`src/design/salc_pkg.sv`:
```
// ============================================================================
// salc_pkg: shared constants and types for the LRU cache tag store
// Default geometry, fixed result field widths, and the status group passed
// from the way update logic to the top level.
// ============================================================================
package salc_pkg;

    // default geometry
    localparam int NUM_SETS_DEF   = 64;
    localparam int NUM_WAYS_DEF   = 8;
    localparam int LINE_BYTES_DEF = 64;
    localparam int ADDR_BITS_DEF  = 48;

    // fixed result field widths
    localparam int WAY_OUT_W = 3;
    localparam int SET_OUT_W = 6;
    localparam int TAG_OUT_W = 36;
    localparam int CNT_W     = 48;

    localparam logic [CNT_W-1:0] CNT_MAX = {CNT_W{1'b1}};

    // per-access lookup status
    typedef struct packed {
        logic hit;
        logic evicted;
    } salc_status_t;

endpackage

```
`src/design/salc_way_update.sv`:
```
// ============================================================================
// salc_way_update: tag compare and true LRU update for one set
// Compares the tag against all ways side by side, picks the way to use
// (hit, lowest invalid, or oldest), and builds the updated row.
// ============================================================================
module salc_way_update
    import salc_pkg::*;
#(
    parameter int NUM_WAYS = NUM_WAYS_DEF,
    parameter int TAG_W    = 36
) (
    input  logic [NUM_WAYS-1:0]                                    valid_row,
    input  logic [NUM_WAYS-1:0][TAG_W-1:0]                         tag_row,
    input  logic [NUM_WAYS-1:0][((NUM_WAYS > 1) ? $clog2(NUM_WAYS) : 1)-1:0] age_row,
    input  logic [TAG_W-1:0]                                       tag,
    output salc_status_t                                           status,
    output logic [((NUM_WAYS > 1) ? $clog2(NUM_WAYS) : 1)-1:0]     way,
    output logic [TAG_W-1:0]                                       old_tag,
    output logic [NUM_WAYS-1:0]                                    valid_new,
    output logic [NUM_WAYS-1:0][TAG_W-1:0]                         tag_new,
    output logic [NUM_WAYS-1:0][((NUM_WAYS > 1) ? $clog2(NUM_WAYS) : 1)-1:0] age_new
);

    localparam int WAY_W = (NUM_WAYS > 1) ? $clog2(NUM_WAYS) : 1;
    localparam int AGE_W = WAY_W;
    localparam int LIM_W = AGE_W + 1;
    localparam logic [AGE_W-1:0] AGE_MAX = AGE_W'(NUM_WAYS - 1);
    localparam logic [LIM_W-1:0] LIM_NONE = LIM_W'(NUM_WAYS);

    logic [NUM_WAYS-1:0] hit_vec;
    logic [NUM_WAYS-1:0] oldest;
    logic [WAY_W-1:0]    hit_way;
    logic [WAY_W-1:0]    inv_way;
    logic [WAY_W-1:0]    victim;
    logic                any_hit;
    logic                full;
    logic [LIM_W-1:0]    limit;

    // match and priority picks
    always_comb
    begin
        hit_way = '0;
        inv_way = '0;
        victim  = '0;
        for (int k = 0; k < NUM_WAYS; k++)
        begin
            hit_vec[k] = valid_row[k] && (tag_row[k] == tag);
            // oldest: greatest age, lowest index on a tie
            oldest[k] = 1'b1;
            for (int j = 0; j < NUM_WAYS; j++)
            begin
                if (j < k && age_row[j] >= age_row[k])
                begin
                    oldest[k] = 1'b0;
                end
                if (j > k && age_row[j] > age_row[k])
                begin
                    oldest[k] = 1'b0;
                end
            end
        end
        for (int k = NUM_WAYS - 1; k >= 0; k--)
        begin
            if (hit_vec[k])
            begin
                hit_way = WAY_W'(k);
            end
            if (!valid_row[k])
            begin
                inv_way = WAY_W'(k);
            end
            if (oldest[k])
            begin
                victim = WAY_W'(k);
            end
        end
        any_hit = |hit_vec;
        full    = &valid_row;
    end

    assign way = any_hit ? hit_way : (full ? victim : inv_way);

    // touch: ways younger than the touched one (all, on a fill) age by one
    always_comb
    begin
        limit = valid_row[way] ? {1'b0, age_row[way]} : LIM_NONE;
        for (int k = 0; k < NUM_WAYS; k++)
        begin
            age_new[k] = age_row[k];
            if (WAY_W'(k) != way && valid_row[k]
                && {1'b0, age_row[k]} < limit && age_row[k] < AGE_MAX)
            begin
                age_new[k] = age_row[k] + 1'b1;
            end
        end
        age_new[way] = '0;

        valid_new      = valid_row;
        valid_new[way] = 1'b1;

        tag_new = tag_row;
        if (!any_hit)
        begin
            tag_new[way] = tag;
        end
    end

    assign old_tag        = tag_row[victim];
    assign status.hit     = any_hit;
    assign status.evicted = !any_hit && full;

endmodule
```
`config.mk`:
```
export PLATFORM = sky130hd
export DESIGN_NAME = salc_way_update
export DESIGN_NICKNAME = d
export VERILOG_FILES = /design/src/design/salc_pkg.sv /design/src/design/salc_way_update.sv
export SDC_FILE = /design/constraint.sdc
export NUM_CORES = 1
export LEC_CHECK = 0
export BUFFER_PORTS_ARGS = -buffer_cell sky130_fd_sc_hd__buf_2
export CAP_MARGIN = 20
export CORE_AREA = 2 2 280 282
export DETAILED_ROUTE_END_ITERATION = 6
export DIE_AREA = 0 0 282 284
export PLACE_DENSITY = 0.42
export RECOVER_POWER = 50
export REMOVE_ABC_BUFFERS = 1
export SETUP_SLACK_MARGIN = 0.5
export SLEW_MARGIN = 0
export SYNTH_ARGS = -nofsm -noshare
export SYNTH_HDL_FRONTEND = slang
export SYNTH_SLANG_ARGS = --single-unit
```
`constraint.sdc`:
```
create_clock -name vclk -period 8.1
set_clock_uncertainty 0.2 [all_clocks]
set_input_delay 0.81 -clock vclk [all_inputs]
set_output_delay 0.81 -clock vclk [all_outputs]
set_load 0.01 [all_outputs]
```
==> metrics.md, run 1 <==
| Metric | Value |
|---|---|
| Status | `finished, violations left` |
| Final Power | `around 1.3 mW` |
| Master of the slowest instance on the critical path | `nand2_1` |
| Detailed Routing Iterations Pass 1 | `6` |
| Setup CP Type | `in -> out` |
| Biggest area consumer among synthesized cells | `mux2_2` |
| Delay-heaviest family, CP | `simple AND/OR/NAND/NOR gates` |
| RSZ-0062 raised after global routing | `false` |
| Hold endpoint | `tag_new[189]` |
| Detailed Route Iter0 Violations | `approximately 1,200` |
| Final max-slew violation count | `about 130` |
| Area after DPL | `about 0.018 mm2` |
| Synthesized cell area | `between 0.01 and 0.015 mm2` |
| CP max FO | `23` |
| Sequential Area | `0 um2` |
| Static leakage | `between 7 and 8 nW` |
| Most frequent cells in the layout | `559 x buf_2, 327 x mux2_2, 224 x xnor2_1` |
| Initial antenna violation count | `30` |
| Worst path bufs/invs | `5` |
| Worst Tran Pin Value | `around 2.0 ns` |
| HP Start | `tag_row[189]` |
| Final cycle utilization of the critical path | `0.931` |
| Boundary Pins | `between 700 and 800` |
| Core ar. | `roughly 0.077 mm2` |
| IO buf count | `717` |
| Final hold vios | `0` |
| ANT nets after route | `0` |
| Worst hold slack | `1.77 ns` |
| Die Area | `roughly 0.08 mm2` |
| PD cells | `between 70 and 80 mW/mm2` |
| First-pass GRT wire length | `~140,000 um` |
| Most common cell on crit path | `nand2_1` |
| Final Wtd Congestion | `0.935` |
| DR vias | `16,588` |
| CP arrival | `6.53 ns` |
| CP startpoint kind | `primary input` |
| Flip-flop and latch count | `0` |
| Max Clock Freq | `between 0.1 and 0.15 GHz` |
| Hold Path Class | `in -> out` |
| Initial core utilization | `0.173` |
| TNS Setup | `0 ns` |
| Max_slew headroom | `-0.328` |
| Fin crit period | `between 7 and 8 ns` |
| Hold_buf cts | `0` |
| Max-Cap Viols | `3` |
| GRT Util Overall | `0.250` |
| Die Width | `282 um` |
| Distinct cells, synth | `between 60 and 70` |
| Share of layout cells above drive strength 1 | `0.407` |
| Critical path capture point type | `primary output` |
| Hold Crit Depth | `4` |
| Row cnt | `~100` |
| Residual DRC | `0` |
| Failing checks | `max-capacitance violations, max-slew violations` |
| NumNets Final | `between 2,000 and 3,000` |
| Finish-stage setup viols | `0` |
| Commonest non-fill, non-tap cell in the layout | `buf_2` |
| Synth top area cells | `mux2_2 28%, xnor2_1 15%, ha_1 10%, mux2i_1 6.1%, nand2_1 4.5%` |
| Share of the synthesized area in the top cell type | `0.277` |
| Yosys Warn Count | `0` |
| Gate count after technology mapping | `about 1,700` |
| Critical path required time | `about 7 ns` |
| Total Wirelength | `roughly 110,000 um` |
| Post-DP HPWL | `between 80,000 and 90,000 um` |
| Final setup margin | `around 0.56 ns` |
| Maximum VDD drop | `approximately 0.000033 V` |
| Chip Height | `284 um` |
| Register area share after synthesis | `0` |
| Total congestion overflow | `0` |
| Crit path largest cell delay | `between 0.8 and 0.9 ns` |
| Pre-CTS WS | `0.516 ns` |
| CLK BUF | `0` |
| Largest net degree at the start of global routing | `94` |
| Vias in the first global route | `between 15,000 and 20,000` |
| Cell area after layout | `about 0.018 mm2` |
| Vias per std cell | `just under 5` |
| WL/cell | `~31 um` |
| Critical-path cell list | `buf_2, xor2_1, nor4_1, nand4_1, or4_1, and2_0, a21oi_1, nand2_1, clkbuf_1, nor2_1, nand2_1, inv_1, nand2_1, buf_12, mux2_2, buf_2` |
| Mean Syn Cell Area | `between 7 and 8 um2` |
| Layout area overhead | `33.5%` |
| Layout fillers | `roughly 8,900` |
-- Yosys cell counts, types with 2 or more instances --
| cell type | count |
|---|---|
| a211o_1 | 4 |
| a211oi_1 | 24 |
| a21o_1 | 6 |
| a21oi_1 | 35 |
| a311oi_1 | 2 |
| a31oi_1 | 13 |
| and3_1 | 2 |
| and4_1 | 8 |
| buf_1 | 11 |
| buf_2 | 36 |
| buf_4 | 5 |
| buf_6 | 5 |
| clkbuf_1 | 93 |
| ha_1 | 108 |
| inv_1 | 49 |
| mux2_2 | 328 |
| mux2i_1 | 81 |
| nand2_1 | 160 |
| nand2b_1 | 5 |
| nand3_1 | 61 |
| nand3b_1 | 6 |
| nand4_1 | 78 |
| nor2_1 | 30 |
| nor2b_1 | 17 |
| nor3_1 | 5 |
| nor3b_1 | 3 |
| nor4_1 | 41 |
| nor4b_1 | 2 |
| o211ai_1 | 50 |
| o21a_1 | 10 |
| o21ai_0 | 118 |
| o21ai_1 | 2 |
| o221ai_1 | 8 |
| o22ai_1 | 3 |
| o32a_1 | 7 |
| or2_2 | 3 |
| or4_1 | 2 |
| or4_4 | 2 |
| or4b_4 | 2 |
| xnor2_1 | 224 |
| xor2_1 | 59 |
-- cell families (layout without fill, tap and decap cells) --
group / after synthesis / in the layout / synth area share
buffers and inverters: 201 / 816 / 0.0642
adders and majority gates: 108 / 108 / 0.101
other: 0 / 9 / 0
muxes: 409 / 409 / 0.337
xor gates and xnor gates: 283 / 283 / 0.186
and+or+nand+nor: 433 / 433 / 0.169
AOI/OAI and AO/OA: 296 / 296 / 0.142
-- power breakdown --
| group | internal (mW) | switching [mW] | total (mW) |
|---|---|---|---|
| Sequential | 0 | 0 | 0 |
| Clock | 0.000000149 | 0 | 0.000000149 |
| Combinational | 0.490 | 0.814 | 1.30 |
| Total | 0.490 | 0.814 | 1.30 |
-- repair_timing --
action,in CTS,in global routing
setup buffers,0,0
endpoints found under the setup margin,0,3
resized for setup,0,2
-- through the flow --
stage                      util  instances
after CTS                 0.234       3385
after global routing      0.231       3389
final                     0.231       3394
after floorplan               -       1580
after detailed placement  0.234       3385
after global placement    0.234       3385
-- how the worst max path moves through the flow --
stage / start / to / cells past startpoint
floorplan: age_row[22] / age_new[11] / 17
global placement: tag[27] / age_new[11] / 20
detailed placement: tag[27] / age_new[11] / 20
CTS: tag[27] / age_new[11] / 20
global route: tag[31] / tag_new[253] / 16
finish: tag[31] / tag_new[253] / 16
-- per-layer routing --
metal | vias to the layer above | global-route usage | share of wire
met5 | - | 0 | 0.00022
met4 | 4 | 0.0283 | 0.016
met3 | 85 | 0.0212 | 0.055
met2 | 735 | 0.454 | 0.50
met1 | 8138 | 0.326 | 0.43
li1 | 7626 | - | -
-- cell type report --
type / instances / area [um2] / area share
multi-input cells: 1529 / 12500 / 0.702
repair buffers: 765 / 3790 / 0.213
well taps: 1040 / 1300 / 0.0730
inverters: 51 / 193 / 0.0108
diodes: 9 / 22.5 / 0.00126
-- worst min-delay path: stages --
cell	delay, ns
buf_2	0.11
nand2_1	0.05
o21ai_0	0.06
buf_2	0.14
Note: power is estimated with default switching activity, not from simulation.
==> run 2: changes to the inputs <==
--- a/config.mk
+++ b/config.mk
@@ -7,10 +7,12 @@
 export LEC_CHECK = 0
 export BUFFER_PORTS_ARGS = -buffer_cell sky130_fd_sc_hd__buf_2
 export CAP_MARGIN = 20
-export CORE_AREA = 2 2 280 282
+export CELL_PAD_IN_SITES_DETAIL_PLACEMENT = 1
+export CELL_PAD_IN_SITES_GLOBAL_PLACEMENT = 2
+export CORE_AREA = 2 2 279 281
 export DETAILED_ROUTE_END_ITERATION = 6
-export DIE_AREA = 0 0 282 284
-export PLACE_DENSITY = 0.42
+export DIE_AREA = 0 0 281 283
+export PLACE_DENSITY = 0.67
 export RECOVER_POWER = 50
 export REMOVE_ABC_BUFFERS = 1
 export SETUP_SLACK_MARGIN = 0.5
==> run 2 against run 1 <==
Against the previous run:
- the flow still finishes with violations (max-capacitance violations, max-slew violations)
- total power is 1.7% higher
- global-route usage grew 1.7 points
- first-iteration DRC count fell by 5.5%
- largest power group unchanged
==> metrics.md, run 2 (synthesis gave the netlist of run 1 again) <==
| Metric | Value |
|---|---|
| Die Width | `~280 um` |
| Layout fillers | `about 9,600` |
| Fin crit period | `7.59 ns` |
| Critical path required time | `7.09 ns` |
| CLK BUF | `0` |
| Vias per std cell | `5.10` |
| First-pass GRT wire length | `about 150,000 um` |
| CP max FO | `48` |
| Area of the multi-input gates | `0.0126 mm2` |
| Core ar. | `approximately 0.077 mm2` |
| PD cells | `roughly 74 mW/mm2` |
| Max Clock Freq | `0.132 GHz` |
| Vias in the first global route | `~18,000` |
| Share of layout cells above drive strength 1 | `0.414` |
| Final cycle utilization of the critical path | `0.937` |
| DR vias | `about 17,000` |
| ANT nets after route | `0` |
| Critical path capture point type | `primary output` |
| Commonest non-fill, non-tap cell in the layout | `buf_2` |
| Final max-slew violation count | `roughly 180` |
| Area after DPL | `around 0.018 mm2` |
| Status | `finished, violations left` |
| Total congestion overflow | `0` |
| WL/cell | `32.9 um` |
| Maximum VDD drop | `~0.000030 V` |
| Max_slew headroom | `-0.274` |
| Detailed Routing Iterations Pass 1 | `5` |
| Hold Path Class | `in -> out` |
| Largest net degree at the start of global routing | `a little over 80` |
| Failing checks | `max-capacitance violations, max-slew violations` |
| CP arrival | `6.58 ns` |
| Final hold vios | `0` |
| Final Wtd Congestion | `0.954` |
| Layout area overhead | `33.5%` |
| Most frequent cells in the layout | `575 x buf_2, 323 x mux2_2, 223 x xnor2_1` |
| Total Wirelength | `112,000 um` |
| Post-DP HPWL | `~94,000 um` |
| Die Area | `roughly 0.080 mm2` |
| Initial core utilization | `0.174` |
| Final Power | `about 1.3 mW` |
| Finish-stage setup viols | `0` |
| Row cnt | `between 100 and 150` |
| Cell area after layout | `roughly 0.018 mm2` |
| NumNets Final | `2,807` |
| Initial antenna violation count | `41` |
| Max-Cap Viols | `4` |
| Chip Height | `283 um` |
| Boundary Pins | `717` |
| GRT Util Overall | `0.267` |
| Detailed Route Iter0 Violations | `1,108` |
| Worst hold slack | `1.76 ns` |
| RSZ-0062 raised after global routing | `false` |
| Flip-flop and latch count | `0` |
| Sequential Area | `0 um2` |
| Static leakage | `7.21 nW` |
| Worst Tran Pin Value | `around 1.9 ns` |
| IO buf count | `717` |
| Residual DRC | `0` |
| Setup CP Type | `in -> out` |
| CP startpoint kind | `primary input` |
-- run 2: layout make-up --
cell class                      count  area share
Antenna cell                       13     0.00183
Inverter                           51      0.0108
Multi-Input combinational cell   1529       0.705
Tap cell                         1040      0.0730
Timing Repair Buffer              761       0.209
-- run 2: layer usage --
layer | vias up | part of all wire | global-route usage
met3 | 156 | 0.053 | 0.0321
met4 | 12 | 0.030 | 0.0658
met1 | 8728 | 0.41 | 0.327
met2 | 790 | 0.51 | 0.488
met5 | - | 0.00069 | 0
li1 | 7615 | - | -
-- run 2: worst paths after layout --
check | startpoint | to | slack [ns] | cells past startpoint
setup / recovery | age_row[16] | old_tag[27] | 0.51 | 13
hold / removal | tag_row[143] | tag_new[143] | 1.76 | 4
-- run 2: critical path, stage by stage --
cell	delay [ns]
buf_2	0.15
inv_1	0.30
ha_1	0.32
nor2b_1	0.13
o21ai_0	0.26
or4b_1	0.52
nor4_4	0.43
or4_1	0.95
clkbuf_2	1.33
mux2_2	0.43
o21ai_0	0.47
o21ai_0	0.19
clkbuf_1	0.19
-- run 2: through the flow --
| stage | util | setup slack, ns | instances | TNS (ns) |
|---|---|---|---|---|
| final | 0.232 | 0.511 | 3394 | 0 |
| after global routing | 0.232 | 0.302 | 3391 | 0 |
| after CTS | 0.235 | 0.501 | 3381 | 0 |
| after detailed placement | 0.235 | 0.354 | 3381 | 0 |
| after global placement | 0.235 | -0.212 | 3380 | -0.373 |
| after floorplan | - | -2.69 | 1580 | -54.20 |
-- run 2: where the power goes --
part | switching [mW] | internal, mW
clock network | 0 | 0.000000174
registers | 0 | 0
logic | 0.832 | 0.495
-- run 2: repair_timing --
item                       CTS  global route
hold buffers                 0             0
setup endpoints to repair    2            33
setup buffers                0             0
resized for setup            3             6
hold endpoints to repair     0             0
pin swaps                    0             0
==> run 3: changes to the inputs <==
--- a/config.mk
+++ b/config.mk
@@ -5,7 +5,7 @@
 export SDC_FILE = /design/constraint.sdc
 export NUM_CORES = 1
 export LEC_CHECK = 0
-export BUFFER_PORTS_ARGS = -buffer_cell sky130_fd_sc_hd__buf_2
+export BUFFER_PORTS_ARGS = -buffer_cell sky130_fd_sc_hd__buf_4
 export CAP_MARGIN = 20
 export CELL_PAD_IN_SITES_DETAIL_PLACEMENT = 1
 export CELL_PAD_IN_SITES_GLOBAL_PLACEMENT = 2
==> run 3 against run 2 <==
Against the previous run:
- the run still ends with max-capacitance violations, max-slew violations left
- largest cell class unchanged
- die area is the same
- critical endpoint is now age_new[11]
- cell area grew 7.9%
- worst hold slack lost 0.013 ns
- global-route usage grew 0.24 points
- core utilization grew 1.8 points
- non-clock buffer count shrank 6
==> metrics.md, run 3 (synthesis gave the netlist of run 1 again) <==
| Metric | Value |
|---|---|
| Status | `finished, violations left` |
| Failing checks | `max-capacitance violations, max-slew violations` |
| Max Clock Freq | `around 0.13 GHz` |
| Boundary Pins | `roughly 700` |
| IO buf count | `roughly 720` |
| RSZ-0062 raised after global routing | `false` |
| Clk pwr share | `0` |
| Hold_buf cts | `0` |
| Comb pwr share | `1.000` |
| Detailed Routing Iterations Pass 1 | `5` |
| Die Area | `between 0.07 and 0.08 mm2` |
| Sw frac | `0.585` |
| Final hold vios | `0` |
| Hold Path Class | `in -> out` |
| Final Wtd Congestion | `0.921` |
| Static leakage | `between 7 and 8 nW` |
| CP startpoint | `age_row[16]` |
| Vias per std cell | `roughly 5` |
| ANT nets after route | `0` |
| HP Start | `tag_row[261]` |
| Die Width | `about 280 um` |
| Setup CP Type | `in -> out` |
| Flip-flop and latch count | `0` |
| Layout fillers | `9,305` |
| Max_slew headroom | `-0.0570` |
| Most frequent cells in the layout | `599 x buf_4, 319 x mux2_2, 223 x xnor2_1` |
| CP arrival | `6.47 ns` |
| Layout area overhead | `44.1%` |
| Final cycle utilization of the critical path | `0.924` |
| Finish-stage setup viols | `0` |
| Row cnt | `102` |
| NumNets Final | `about 2,800` |
| Sequential Area | `0 um2` |
| WL/cell | `about 33 um` |
| Cell area after layout | `roughly 0.019 mm2` |
| Worst Tran Pin Value | `~1.6 ns` |
| Critical path capture point type | `primary output` |
| Commonest non-fill, non-tap cell in the layout | `buf_4` |
| DR vias | `~17,000` |
| CLK BUF | `0` |
| Max-Cap Viols | `2` |
| CP startpoint kind | `primary input` |
| Share of layout cells above drive strength 1 | `0.409` |
| Detailed Route Iter0 Violations | `1,133` |
| Post-DP HPWL | `about 94,000 um` |
| Chip Height | `283 um` |
| Final max-slew violation count | `38` |
| Maximum VDD drop | `0.0000345 V` |
| Largest net degree at the start of global routing | `~150` |
| First-pass GRT wire length | `between 150,000 and 200,000 um` |
| Final core occ | `0.251` |
| Flop pwr share | `0` |
| Pint | `0.594 mW` |
| Initial antenna violation count | `33` |
| Vias in the first global route | `~18,000` |
| Total Wirelength | `112,000 um` |
| PD cells | `74.3 mW/mm2` |
| Fin crit period | `7.48 ns` |
| Net Sw Power | `0.836 mW` |
| Area after DPL | `0.0198 mm2` |
| Critical path required time | `just over 7 ns` |
| Initial core utilization | `0.174` |
| Total congestion overflow | `0` |
| GRT Util Overall | `0.269` |
| Residual DRC | `0` |
| Core ar. | `~0.077 mm2` |
| CP max FO | `10` |
[run 3: cell type report]
type	count	area [um2]	area share
antenna	17	42.5	0.00221
inverter	51	193	0.0100
multi-input combinational	1529	12500	0.651
tap	1040	1300	0.0677
timing repair buffer	755	5170	0.269
[run 3: final timing paths]
check                     endpoint  slack (ns)  cells after the start
worst max-delay path   age_new[11]        0.62                     22
worst min-delay path  tag_new[261]        1.75                      4
[run 3: power groups by stage]
stage	combinational, mW	clock, mW	sequential, mW
2_1_floorplan	0.641	0	0
6_report	1.43	0.000000284	0
3_5_place_dp	1.48	0	0
5_1_grt	1.52	0.000000249	0
3_3_place_gp	1.47	0	0
4_1_cts	1.49	0	0
[run 3: timing repair]
action                                  in CTS  in global routing
buffers inserted                             0                  0
endpoints found under the setup margin       0                 39
gates resized for setup                      0                  4
[run 3: stage by stage]
step	hold WS, ns	cells	worst slack [ns]	setup TNS (ns)	total power [mW]
3_5_place_dp	1.75	3374	0.539	0	1.48
6_report	1.75	3392	0.619	0	1.43
3_3_place_gp	1.75	3373	0.643	0	1.47
5_1_grt	1.77	3390	0.258	0	1.52
2_1_floorplan	1.55	1580	-2.69	-54.20	0.641
4_1_cts	1.75	3374	0.529	0	1.49
[run 3: worst max-delay path, stage by stage]
cell	delay (ns)
buf_4	0.15
inv_1	0.33
ha_1	0.33
nor2b_1	0.14
o21a_1	0.18
o221ai_1	0.31
nor4_1	0.16
o41ai_1	0.58
a2111oi_0	0.23
a21oi_2	0.45
clkinvlp_2	0.44
nor2_1	0.18
a21oi_1	0.05
a211oi_1	0.27
o21ai_0	0.14
buf_4	0.19
ha_1	0.20
or4_4	0.52
a31oi_4	0.25
a21oi_1	0.11
a211oi_1	0.25
buf_4	0.17
[run 3: routing by layer]
layer,up-vias,track usage,part of all wire
li1,7598,-,-
met1,8562,0.330,0.41
met2,679,0.492,0.51
met3,101,0.0340,0.049
met4,14,0.0630,0.023
met5,-,0,0.00076
